**src/rtl/core/gbn_pkg.sv**
```systemverilog
// Shared types, register codes and weight helpers for the Gaussian blur block.
`timescale 1ns / 1ps
package gbn_pkg;

    localparam int HW = 11;    // row counter / effective height width
    localparam int CFGW = 11;  // configuration data width
    localparam int CFG_IDXW = 2;

    localparam logic [CFG_IDXW-1:0] CFG_IMAGE_WIDTH = 2'd0;
    localparam logic [CFG_IDXW-1:0] CFG_IMAGE_HEIGHT = 2'd1;
    localparam logic [CFG_IDXW-1:0] CFG_COLOR_MODE = 2'd2;

    localparam logic KIND_PIXEL = 1'b0;
    localparam logic KIND_DRAIN = 1'b1;

    // per-lane control from the tap sequencer
    typedef struct packed {
        logic       clr;   // start of a new window
        logic       acc;   // accumulate current tap
        logic       step;  // one quotient bit
        logic [2:0] k;     // quotient bit index
    } t_lane_ctl;

    // shift-subtract division, elaboration only
    function automatic logic [63:0] gbn_udiv(input logic [63:0] a, input logic [63:0] b);
        logic [64:0] rem;
        logic [63:0] q;
        rem = '0;
        q = '0;
        for (int k = 63; k >= 0; k--) begin
            rem = {rem[63:0], a[k]};
            if (rem >= {1'b0, b}) begin
                rem = rem - {1'b0, b};
                q[k] = 1'b1;
            end
        end
        return q;
    endfunction

    // exp(-d/den) as unsigned Q24.40, alternating series with truncated terms
    function automatic logic [63:0] gbn_exp_q40(input logic [63:0] d, input logic [63:0] den);
        logic [63:0] term;
        logic [63:0] pos;
        logic [63:0] neg;
        term = 64'd1 << 40;
        pos = term;
        neg = '0;
        for (int n = 1; n < 64; n++) begin
            if (term != 64'd0) begin
                term = gbn_udiv(term * d, 64'(n) * den);
                if (n % 2 == 1) begin
                    neg = neg + term;
                end else begin
                    pos = pos + term;
                end
            end
        end
        return pos - neg;
    endfunction

endpackage

```
**src/rtl/core/gbn_lane.sv**
```systemverilog
// One color lane: weighted accumulate, then 8-step restoring divide.
`timescale 1ns / 1ps
module gbn_lane import gbn_pkg::*; #(
    parameter int WTW = 17,
    parameter int WSW = 22,
    parameter int AW = 30
) (
    input  logic           i_clk,
    input  t_lane_ctl      i_ctl,
    input  logic [7:0]     i_pix,
    input  logic [WTW-1:0] i_weight,
    input  logic [WSW-1:0] i_wsum,
    output logic [7:0]     o_quot
);

    logic [AW-1:0]    r_acc;
    logic [7:0]       r_quot;
    logic [WTW+7:0]   prod;
    logic [AW-1:0]    trial;

    assign prod = i_weight * i_pix;
    assign trial = AW'(i_wsum) << i_ctl.k;

    always_ff @(posedge i_clk) begin
        if (i_ctl.clr) begin
            r_acc <= '0;
            r_quot <= '0;
        end else if (i_ctl.acc) begin
            r_acc <= r_acc + AW'(prod);
        end else if (i_ctl.step) begin
            if (r_acc >= trial) begin
                r_acc <= r_acc - trial;
                r_quot[i_ctl.k] <= 1'b1;
            end
        end
    end

    assign o_quot = r_quot;

endmodule

```
**config.mk**
```make
export PLATFORM = sky130hd
export DESIGN_NAME = gbn_lane
export DESIGN_NICKNAME = d
export VERILOG_FILES = /design/src/rtl/core/gbn_pkg.sv /design/src/rtl/core/gbn_lane.sv
export SDC_FILE = /design/constraint.sdc
export NUM_CORES = 1
export LEC_CHECK = 0
export BUFFER_PORTS_ARGS = -buffer_cell sky130_fd_sc_hd__buf_2
export CAP_MARGIN = 30
export CORE_MARGIN = 2
export CORE_UTILIZATION = 58
export CTS_CLUSTER_DIAMETER = 50
export DETAILED_ROUTE_END_ITERATION = 6
export PLACE_DENSITY = 0.81
export SETUP_SLACK_MARGIN = 0.2
export SYNTH_ARGS = -nofsm -noshare
export SYNTH_HDL_FRONTEND = slang
export SYNTH_SLANG_ARGS = --single-unit
```
**constraint.sdc**
```tcl
create_clock -name i_clk -period 4.9 [get_ports i_clk]
set_input_delay 0.49 -clock i_clk [delete_from_list [all_inputs] [get_ports i_clk]]
set_output_delay 0.49 -clock i_clk [all_outputs]
set_load 0.02 [all_outputs]
```
-- After elaboration in Yosys (flattened, before gate mapping)
Cells that the tools add are included.
- flip-flop bits (word level): 38
- output and inout bits: 8
- bitwise gates (word level): 2
- shift operators: 1
- $mul: 1
- reduce and logical (&&, ||, !) cells: 5
- add/subtract/negate cells: 2
- magnitude comparators: 3
- multiplexer cells: 5
- operator list (operator ; number):
    2-to-1 mux 30 bit ; 3
    adder 30 x 25 -> 30 bit ; 1
    greater-or-equal comparator 30 bit ; 1
    << shifter 22 x 3 -> 30 bit ; 1
    subtractor 30 bit ; 1
    multiplier 17 x 8 -> 25 bit ; 1
    bitwise OR 8 bit ; 1
    < comparator 3 x 4 -> 1 bit (second input constant) ; 1
    nonzero test 2 bit ; 2
    demux 1 bit (select 3 bit) ; 1
    greater-or-equal comparator 3 x 1 -> 1 bit (second input constant) ; 1
    AND reduction 3 bit ; 1
    AND reduction 2 bit ; 1
    logical AND 1 bit ; 1
    2-to-1 mux 1 bit ; 1
    inverter 1 bit ; 1

-- Logic depth before layout (Yosys ltp)
Gate-level depths: netlist (run 1).
- depth after elaboration: 5
- mapped depth: 21

-- Least setup slack after synthesis (run 1)
No wires, ideal clock.
- kind: input to register
- start point: in i_pix[0]
- end point: reg r_acc[29]
- arrival: 5114 ps
- path slack: -338 ps
- path buffers: 2
- setup time: 123 ps
- stages on the path: 19
- cells stage by stage: clkbuf_1 clkbuf_1 nand2_1 fa_1 inv_1 fa_1 fa_1 inv_1 fa_1 inv_1 ha_1 o211ai_1 a21oi_1 o32ai_2 nor4_1 o2111ai_1 a31oi_1 a32oi_1 mux2_1
- longest elaborated chain between the ends: 3
- ends and longest elaborated chain (item ; line ; text):
    from (decl) ; gbn_lane.sv:10 ; input logic [7:0] i_pix,
    multiplier 17 x 8 -> 25 bit ; gbn_lane.sv:21 ; assign prod = i_weight * i_pix;
    adder 30 x 25 -> 30 bit ; gbn_lane.sv:29 ; r_acc <= r_acc + AW'(prod);
    2-to-1 mux 30 bit ; gbn_lane.sv:28 ; end else if (i_ctl.acc) begin
    to (signal assigned) ; gbn_lane.sv:29 ;
    to (signal assigned) ; gbn_lane.sv:32 ; r_acc <= r_acc - trial;
    to (decl) ; gbn_lane.sv:16 ; logic [AW-1:0] r_acc;
No other way between the ends.
A chain may end at the register's enable or synchronous reset.

-- Worst setup path in the final report (run 1)
- start point: in i_pix[5]
- end point: reg r_acc[29]
The elaborated chain is that of the path after synthesis.

==> flow_metrics.py, run 1 <==
metrics = {
    "route": {
        "totalWireLength_mm": 24.19,
        "routed_via_density": 5.836,
        "remaining_drc_errors": 0,
        "avgRoutedWirePerCell_um": 16.66,
        "vias": 8474,
        "drt_first_iter_violations": 494,
        "firstDrtPassIters": 7,
        "ant_nets": 0,
    },
    "yosys": {
        "netlist_instances": 1126,
        "synth-edff-count": 0,
        "ys_warn_count": 0,
        "syn-cell-area_um2": 9138,
        "ys.flop_type": "dfxtp_1",
        "seq_area_frac_synth_pct": 8.325,
        "synth.avg_cell_area_um2": 8.115,
        "yosys_register_bits": 38,
        "synth.distinct_cells": 69,
        "yosys.area.top_type": "fa_1",
        "synth_fp_nets": 1373,
        "synth-async-reset-ratio_pct": 0,
        "ys_top_cells_by_area": "fa_1 25%, ha_1 11%, dfxtp_1 8.3%, inv_1 7.5%, and2_1 6.4%",
        "yosys.area.top_type_share_pct": 24.98,
    },
    "timing": {
        "setup_violations": 0,
        "maxSlewHeadroom_pct": 44.56,
        "slew_viol_final": 0,
        "tightest_slew_ns": 0.8316,
        "setup_slack_ns": 0.1580,
        "hold_ws_ns": 0.4624,
        "fmax_ghz": 0.2109,
        "finalHoldViolations": 0,
        "min_period_ns": 4.742,
        "fin_skew_ns": 0.005729,
        "finalCritPeriodShare_pct": 96.77,
        "rsz0062_at_grt": "yes",
    },
    "status": {
        "status": "complete, no violations",
    },
    "cells_and_area": {
        "fill_cells": 1188,
        "layout.nets": 1487,
        "layout-drive-gt1-share_pct": 18.69,
        "diodes": 0,
        "stdcell_count": 1452,
        "syn2layout_area_growth_pct": 17.94,
    },
    "pwr": {
        "comb_power_share_pct": 89.6,
        "pwr_density_cell_nw_per_um2": 755.7,
        "pwr-share-clk_pct": 4.0,
        "internal_power_mw": 4.084,
        "ir_drop_mv": 0.6526,
        "switching_share_pct": 49.85,
        "p_sw_mw": 4.060,
        "leakage_nw": 5.275,
        "seqPwrFrac_pct": 6.4,
    },
    "flow_run": {
        "drv_cap": 0,
    },
    "clocking": {
        "clockBufferDepth": 2,
        "clock_sinks": 38,
        "h-tree-depth": 2,
        "clk_pin_slew_worst_paths_ns": 0.06,
        "cts_buffers": 5,
        "cts_hold_buf": 0,
        "cts_tree": "yes",
        "clockRootBuffer": "clkbuf_16",
        "insertion_delay_ns": 0.28,
    },
    "global_route": {
        "antenna_found_initial": 0,
        "grt_start_max_net_pins": 42,
        "met2_usage_pct": 53.28,
        "groute.usage.overall_pct": 29.21,
        "use_met1_pct": 37.05,
        "grt_pass1_vias": 8525,
        "grt-busiest-layer": "met2",
        "grt-ovfl-total": 0,
        "grt_pass1_wl_mm": 39.76,
        "use_met3_pct": 2.353,
    },
    "floorplanning": {
        "ioPinCount": 62,
        "die_w_um": 129.5,
        "core_um2": 15310,
        "start_util_pct": 59.67,
        "die_h_um": 129.5,
        "std_cell_rows": 45,
        "die_area_um2": 16770,
    },
    "placement": {
        "routabilityCongestion": 0.9804,
        "dp_hpwl_mm": 19.44,
        "numPortBuffers": 61,
        "place_inst": 1434,
        "place_ws_ns": -0.2947,
    },
    "setup_path": {
        "critPathLaunchType": "primary input",
        "worstPathMaxFanout": 16,
        "endpoint_kind": "register",
        "arrival_ns": 4.91,
        "cp_data_required_time_ns": 5.07,
        "crit_type": "primary input to register",
    },
    "min_path": {
        "hold_class": "register to register",
    },
}
## worst paths after layout
path,cells after the start,from,slack (ns),end
hold reg to reg,2,o_quot[1],0.46,o_quot[1]
setup reg to reg,16,r_acc[10],0.17,r_acc[29]
setup / recovery,16,i_pix[5],0.16,r_acc[29]
hold / removal,2,o_quot[1],0.46,o_quot[1]
## power by group through the flow
stage / clock (mW) / sequential (mW) / combinational (mW)
floorplan: 0 / 0.471 / 4.46
global placement: 0 / 0.518 / 6.23
global route: 0.342 / 0.526 / 8.08
finish: 0.328 / 0.523 / 7.29
detailed placement: 0 / 0.520 / 6.37
CTS: 0.327 / 0.514 / 6.55
## synthesized netlist by cell type (all sizes together) (4+ instances only)
master    n
a211oi   24
a21boi    6
a21o     15
a21oi    62
a221oi    4
a22oi     5
a311oi    7
a31oi    19
and2     94
and3      8
buf      10
clkbuf   35
dfxtp    38
fa      114
ha       79
inv     183
mux2      5
mux2i    43
mux4      6
nand2    93
nand2b   15
nand3    18
nand4    15
nor2     58
nor2b     8
nor3     17
o211ai    8
o21a      8
o21ai    36
o21bai    9
or3       8
xnor2    17
xor2      8
## metal layers
metal	vias to the layer above	wire length, um	share of wire, %
met5	-	0	0
li1	4040	-	-
met1	4136	10040	41
met2	241	12570	52
met4	0	629	2.6
met3	57	958	4.0
## stage by stage
step	setup TNS (ns)	util [%]	total power, mW	instance area, um^2
final	0	70.37	8.144	10780
after global routing	-0.009835	70.37	8.948	10780
after CTS	0	68.44	7.391	10480
after detailed placement	-1.741	66.94	6.885	10250
after global placement	-0.9255	66.94	6.748	10250
after floorplan	0	-	4.935	9300
## critical path, cell delays in order
cell       delay [ns]
buf_4            0.17
and2_1           0.17
fa_1             0.53
fa_1             0.52
fa_1             0.49
inv_1            0.05
fa_1             0.48
inv_1            0.05
ha_2             0.17
or3_4            0.40
o32ai_4          0.34
nor4_4           0.08
o2111ai_2        0.26
a31oi_2          0.14
a32oi_1          0.22
mux2_1           0.33
## cell usage in the layout (no fill, tap or decap), types with 6 or more instances in the layout
| cell type | count |
|---|---|
| and2_1 | 88 |
| o21a_1 | 8 |
| o211ai_1 | 7 |
| a21oi_1 | 54 |
| mux2i_1 | 43 |
| buf_4 | 92 |
| xor2_1 | 8 |
| xnor2_1 | 17 |
| nor3_1 | 16 |
| nand4_1 | 15 |
| fa_1 | 111 |
| inv_1 | 178 |
| o21ai_0 | 32 |
| and3_1 | 8 |
| buf_2 | 48 |
| a21oi_2 | 8 |
| a211oi_1 | 22 |
| a31oi_1 | 16 |
| mux4_2 | 6 |
| o21bai_1 | 9 |
| ha_1 | 67 |
| nor2b_1 | 8 |
| nand3_1 | 17 |
| nor2_1 | 58 |
| or3_1 | 6 |
| dfxtp_1 | 35 |
| buf_6 | 8 |
| and2_4 | 6 |
| a21o_1 | 15 |
| ha_4 | 11 |
| nand2_1 | 93 |
| nand2b_1 | 14 |
## registers in the layout, indices dropped and copies added (netlist names)
signal	count
o_quot	8
r_acc	30
## what timing repair did
| item | in CTS | in global routing |
|---|---|---|
| endpoints found under the setup margin | 11 | 15 |
| endpoints found under the hold margin | 0 | 0 |
| buffers inserted | 3 | 7 |
| pin swaps | 15 | 46 |
| gates resized for setup | 16 | 61 |
## area by class of cell
type	count	area, um^2	area share (%)
well taps	211	264.0	2.450
inverters	184	690.7	6.409
clock buffers	7	142.6	1.324
clock inverters	1	5.005	0.04644
repair buffers	152	1084	10.05
flip-flops and latches	38	764.5	7.094
multi-input cells	859	7826	72.62
## cells by family (layout without fill, tap and decap cells)
logic type	after synthesis	in the layout	synth area share [%]
and+or+nand+nor	352	352	19.77
AOI/OAI and AO/OA	235	235	17.36
muxes	54	54	6.805
buffers and inverters	229	344	9.544
xor gates and xnor gates	25	25	2.396
DFF	38	38	8.325
adders and majority gates	193	193	35.79
Note: power is estimated with default switching activity, not from simulation.
==> run 2, diff against run 1 <==
==> constraint.sdc (replaced) <==
create_clock -name i_clk -period 4.9 [get_ports i_clk]
set_input_delay 0 -clock i_clk [delete_from_list [all_inputs] [get_ports i_clk]]
set_output_delay 0 -clock i_clk [all_outputs]
set_load 0.02 [all_outputs]
==> run 2 against run 1 <==
Effect of this change:
- clock skew hardly changed
- via count is 3.0% lower
- first-iteration DRC count is 19% lower
- global-route usage is 1.2 points lower
- register-to-register slack better by 0.07 ns
- final area is 5.6% lower
- clock-buffer cell count stayed put
- clock power is 17% higher
- routed wire length is 3.7% lower
- critical path type is now register to register
==> flow_metrics.py, run 2 (synthesized netlist as in run 1, its figures left out) <==
metrics = {
    "timing": {
        "slew_viol_final": 0,
        "setup_violations": 0,
        "finalHoldViolations": 0,
        "rsz0062_at_grt": "yes",
        "maxSlewHeadroom_pct": 45.48,
        "fmax_ghz": 0.2144,
        "tns_ns": 0,
        "finalCritPeriodShare_pct": 95.18,
        "hold_ws_ns": 0.2508,
        "fin_skew_ns": 0.006100,
        "tightest_slew_ns": 0.8178,
        "min_period_ns": 4.664,
    },
    "route": {
        "firstDrtPassIters": 5,
        "remaining_drc_errors": 0,
        "drt_first_iter_violations": 400,
        "totalWireLength_mm": 23.30,
        "avgRoutedWirePerCell_um": 16.78,
        "vias": 8217,
        "ant_nets": 0,
        "routed_via_density": 5.920,
    },
    "pwr": {
        "ir_drop_mv": 0.4918,
        "leakage_nw": 4.929,
        "internal_power_mw": 3.616,
        "pwr-share-clk_pct": 5.1,
        "p_total_mw": 7.489,
        "comb_power_share_pct": 87.9,
        "seqPwrFrac_pct": 7.0,
        "switching_share_pct": 51.71,
        "p_sw_mw": 3.872,
        "pwr_density_cell_nw_per_um2": 735.8,
    },
    "setup_path": {
        "critical_path_buf_inv_count": 4,
        "worstPathCellList": "inv_2 -> fa_1 -> inv_1 -> fa_1 -> fa_1 -> inv_1 -> fa_1 -> inv_2 -> ha_4 -> o21a_1 -> o21a_1 -> o32ai_4 -> o41a_1 -> a311oi_2 -> xor2_1 -> o22ai_1 -> a211oi_1",
        "cp_data_required_time_ns": 5.10,
        "arrival_ns": 4.86,
        "endpoint_kind": "register",
        "crit_top_cell": "fa_1",
        "crit_type": "register to register",
        "critPathLaunchType": "register",
        "worstPathMaxFanout": 5,
        "rr_worst_depth": 17,
        "max_stage_delay_ns": 0.53,
        "crit_slowest_cell": "fa_1",
        "cp_top_family": "adder cells",
        "path_depth": 17,
        "reg2reg_slack_ns": 0.24,
    },
    "clocking": {
        "clock_sinks": 38,
        "insertion_delay_ns": 0.29,
        "cts_buffers": 5,
        "clockBufferDepth": 2,
        "cts_tree": "yes",
        "clockRootBuffer": "clkbuf_16",
        "clk_pin_slew_worst_paths_ns": 0.06,
        "h-tree-depth": 2,
    },
    "cells_and_area": {
        "layout.nets": 1423,
        "diodes": 0,
        "largest_register": "r_acc",
        "multi_input_area_um2": 7777,
        "syn2layout_area_growth_pct": 11.38,
        "layout-drive-gt1-share_pct": 13.85,
        "fill_cells": 1297,
        "layout_common_cells": "172 x inv_1, 113 x fa_1, 94 x and2_1",
        "seqCellArea_um2": 774.5,
        "largest_reg_flops": 30,
        "final_common_cell": "inv_1",
    },
    "global_route": {
        "grt-ovfl-total": 0,
        "grt_pass1_wl_mm": 37.99,
        "antenna_found_initial": 0,
        "grt_pass1_vias": 8063,
        "groute.usage.overall_pct": 27.97,
        "grt_start_max_net_pins": 42,
    },
    "floorplanning": {
        "std_cell_rows": 45,
        "start_util_pct": 59.67,
        "ioPinCount": 62,
        "die_w_um": 129.5,
        "die_h_um": 129.5,
        "core_um2": 15310,
        "die_area_um2": 16770,
    },
    "status": {
        "status": "complete, no violations",
    },
    "min_path": {
        "hold_class": "primary input to register",
        "hold_depth": 2,
    },
    "placement": {
        "routabilityCongestion": 0.8941,
        "numPortBuffers": 61,
        "dp_hpwl_mm": 18.41,
    },
    "flow_run": {
        "drv_cap": 0,
    },
}
## run 2: changes by cell type in the layout (fill, tap and decap cells not counted), moves of 5 or more
cell,delta
a21oi_2,-5
and2_1,+6
and2_4,-6
buf_2,+13
buf_4,-65
buf_6,-8
dfxtp_1,-8
dfxtp_2,+8
inv_1,-6
inv_2,+6
## run 2: final cells by class
cell class	count	area share [%]
clock buffer	7	1.303
clock inverter	1	0.2951
inverter	184	6.786
multi-input combinational	859	76.42
sequential	38	7.610
tap	211	2.594
timing repair buffer	88	4.991
## run 2: power groups by stage
stage	sequential, mW	clock [mW]	combinational [mW]
after floorplan	0.471	0	4.24
after global placement	0.511	0	5.37
after detailed placement	0.515	0	5.48
after CTS	0.511	0.382	5.80
after global routing	0.526	0.398	7.33
final	0.522	0.385	6.58
## run 2: final timing paths
path              startpoint        end
hold reg to reg    o_quot[2]  o_quot[2]
setup / recovery   r_acc[10]  r_acc[21]
setup reg to reg   r_acc[10]  r_acc[21]
hold / removal      i_ctl[5]   r_acc[4]
## run 2: metrics by stage
stage	util [%]	instances	setup WS, ns	cell area, um^2
6_report	66.45	1388	0.2361	10180
5_1_grt	66.45	1388	0.05383	10180
4_1_cts	64.71	1377	0.1891	9911
3_5_place_dp	62.82	1364	-0.06372	9620
3_3_place_gp	62.82	1364	0.1241	9620
2_1_floorplan	-	1126	0.2177	9144
## run 2: timing repair
action                     in CTS  in global routing
setup endpoints to repair       6                 15
buffers inserted                5                 11
cloned                          0                  0
gates resized for setup        16                 50
hold buffers                    0                  0
pin swaps                       9                 44
## run 2: metal layers
| metal | vias up | wire (um) | global-route usage [%] |
|---|---|---|---|
| met4 | 0 | 454 | 7.906 |
| met5 | - | 0 | 0 |
| li1 | 3909 | - | - |
| met2 | 198 | 12240 | 51.24 |
| met3 | 41 | 756 | 2.601 |
| met1 | 4069 | 9846 | 35.20 |
==> run 3, diff against run 2 <==
Settings changed: BUFFER_PORTS_ARGS -buffer_cell sky130_fd_sc_hd__buf_2 to not set, DONT_BUFFER_PORTS set to 1, PLACE_DENSITY 0.81 to 0.77.
==> run 3 against run 2 <==
Effect of this change:
- the run now ends with negative hold slack left
- cell count fell by 4.2%
- combinational power fell by 2%
- flip-flop and latch count did not move
- sequential power barely moved
- total power fell by 1.9%
- first-iteration DRC count rose by 3.3%
- register-to-register slack barely moved
- utilization fell by 1.4 points
- largest cell class unchanged
==> flow_metrics.py, run 3 (synthesized netlist as in run 1, its figures left out) <==
metrics = {
    "status": {
        "status": "complete, but fails checks",
        "violations": "negative hold slack",
    },
    "cells_and_area": {
        "final_common_cell": "inv_1",
        "fill_cells": 1293,
        "layout-drive-gt1-share_pct": 9.741,
        "layout_common_cells": "169 x inv_1, 113 x fa_1, 94 x and2_1",
        "largest_register": "r_acc",
        "largest_reg_flops": 30,
        "syn2layout_area_growth_pct": 8.983,
        "fin_area_um2": 9958,
        "multi_input_area_um2": 7823,
        "fin_util_pct": 65.02,
        "stdcell_count": 1330,
        "layout.nets": 1365,
        "seqCellArea_um2": 775.7,
        "diodes": 0,
    },
    "timing": {
        "fin_skew_ns": 0.007859,
        "finalCritPeriodShare_pct": 95.06,
        "maxSlewHeadroom_pct": 45.99,
        "min_period_ns": 4.658,
        "rsz0062_at_grt": "yes",
        "tns_ns": 0,
        "slew_viol_final": 0,
        "fmax_ghz": 0.2147,
        "setup_violations": 0,
        "tightest_slew_ns": 0.8075,
        "hold_ws_ns": -0.002446,
        "finalHoldViolations": 1,
    },
    "route": {
        "vias": 8031,
        "totalWireLength_mm": 23.63,
        "remaining_drc_errors": 0,
        "ant_nets": 0,
        "drt_first_iter_violations": 413,
        "avgRoutedWirePerCell_um": 17.77,
        "firstDrtPassIters": 6,
        "routed_via_density": 6.038,
    },
    "global_route": {
        "grt-ovfl-total": 0,
        "groute.usage.overall_pct": 28.55,
        "antenna_found_initial": 0,
        "grt_start_max_net_pins": 35,
        "met2_usage_pct": 53.19,
        "grt-busiest-layer": "met2",
        "use_met1_pct": 35.17,
        "grt_pass1_wl_mm": 38.76,
        "use_met3_pct": 3.262,
        "grt_pass1_vias": 8194,
    },
    "floorplanning": {
        "std_cell_rows": 45,
        "die_h_um": 129.5,
        "core_um2": 15310,
        "start_util_pct": 59.67,
        "die_area_um2": 16770,
        "die_w_um": 129.5,
        "ioPinCount": 62,
    },
    "pwr": {
        "ir_drop_mv": 0.5074,
        "pwr_density_cell_nw_per_um2": 737.8,
        "leakage_nw": 4.679,
    },
    "setup_path": {
        "crit_slowest_cell": "fa_1",
        "cp_data_required_time_ns": 5.07,
        "arrival_ns": 4.83,
        "crit_type": "register to register",
        "endpoint_kind": "register",
        "cp_top_family": "adder cells",
        "reg2reg_slack_ns": 0.24,
        "worstPathCellList": "inv_1 -> fa_1 -> inv_1 -> fa_1 -> fa_1 -> inv_1 -> fa_1 -> inv_1 -> ha_4 -> or3_4 -> o32ai_4 -> nor4_4 -> o2111ai_2 -> a31oi_2 -> a32oi_1 -> mux2_1",
        "critical_path_buf_inv_count": 4,
        "max_stage_delay_ns": 0.54,
        "critPathLaunchType": "register",
        "worstPathMaxFanout": 4,
    },
    "clocking": {
        "clockRootBuffer": "clkbuf_16",
        "cts_tree": "yes",
        "cts_buffers": 5,
        "h-tree-depth": 2,
        "clk_pin_slew_worst_paths_ns": 0.06,
        "insertion_delay_ns": 0.29,
        "clockBufferDepth": 2,
        "clock_sinks": 38,
    },
    "placement": {
        "dp_hpwl_mm": 18.34,
        "place_area_um2": 9293,
        "place_inst": 1300,
        "routabilityCongestion": 0.9694,
        "numPortBuffers": 0,
    },
    "flow_run": {
        "drv_cap": 0,
    },
    "min_path": {
        "hold_class": "primary input to register",
    },
}
## run 3: cell count changes in the layout (fill, tap and decap cells not counted), moves of 2 or more
cell and delta:
a21oi_1 -2, a21oi_2 +2, a31oi_1 -2, a31oi_2 +2, buf_2 -61, buf_4 -6, dlygate4sd3_1 +8, ha_1 -3
ha_4 +2, inv_1 -3, inv_2 +3
## run 3: layer usage
layer  part of all wire [%]  routed length (um)
met1                     41                9705
met4                    2.6                 604
met3                    4.8                1131
met2                     52               12190
met5                      0                   0
## run 3: metrics by stage
step	worst slack, ns	total power [mW]
floorplan	0.2177	4.708
global placement	0.05325	5.748
detailed placement	-0.01738	5.854
CTS	0.09920	6.416
global route	0.1075	8.097
finish	0.2420	7.348
## run 3: tightest hold or removal path, stage by stage
cell      delay, ns
nand2b_1       0.05
mux2_2         0.14
a21oi_1        0.05
## run 3: power by group
part           switching, mW  internal (mW)
Clock                  0.139          0.202
Combinational           3.56           2.92
Sequential             0.106          0.416
## run 3: area by class of cell
cell class	count	share of cell area, %
timing repair buffer	30	2.588
clock buffer	7	1.432
inverter	184	6.936
tap	211	2.651
multi-input combinational	859	78.55
clock inverter	1	0.05026
sequential	38	7.790
## run 3: path summary, 6_finish.rpt
path / start / end / depth (start not counted)
min reg2reg: r_acc[6] / r_acc[6] / 2
max: r_acc[11] / r_acc[29] / 16
max reg2reg: r_acc[11] / r_acc[29] / 16
min: i_ctl[4] / r_acc[26] / 3
## run 3: what timing repair did
item,CTS,global route
hold buffers,9,0
resized for setup,10,67
endpoints found under the setup margin,10,14
endpoints found under the hold margin,35,0
buffers inserted,1,12
pin swaps,6,41
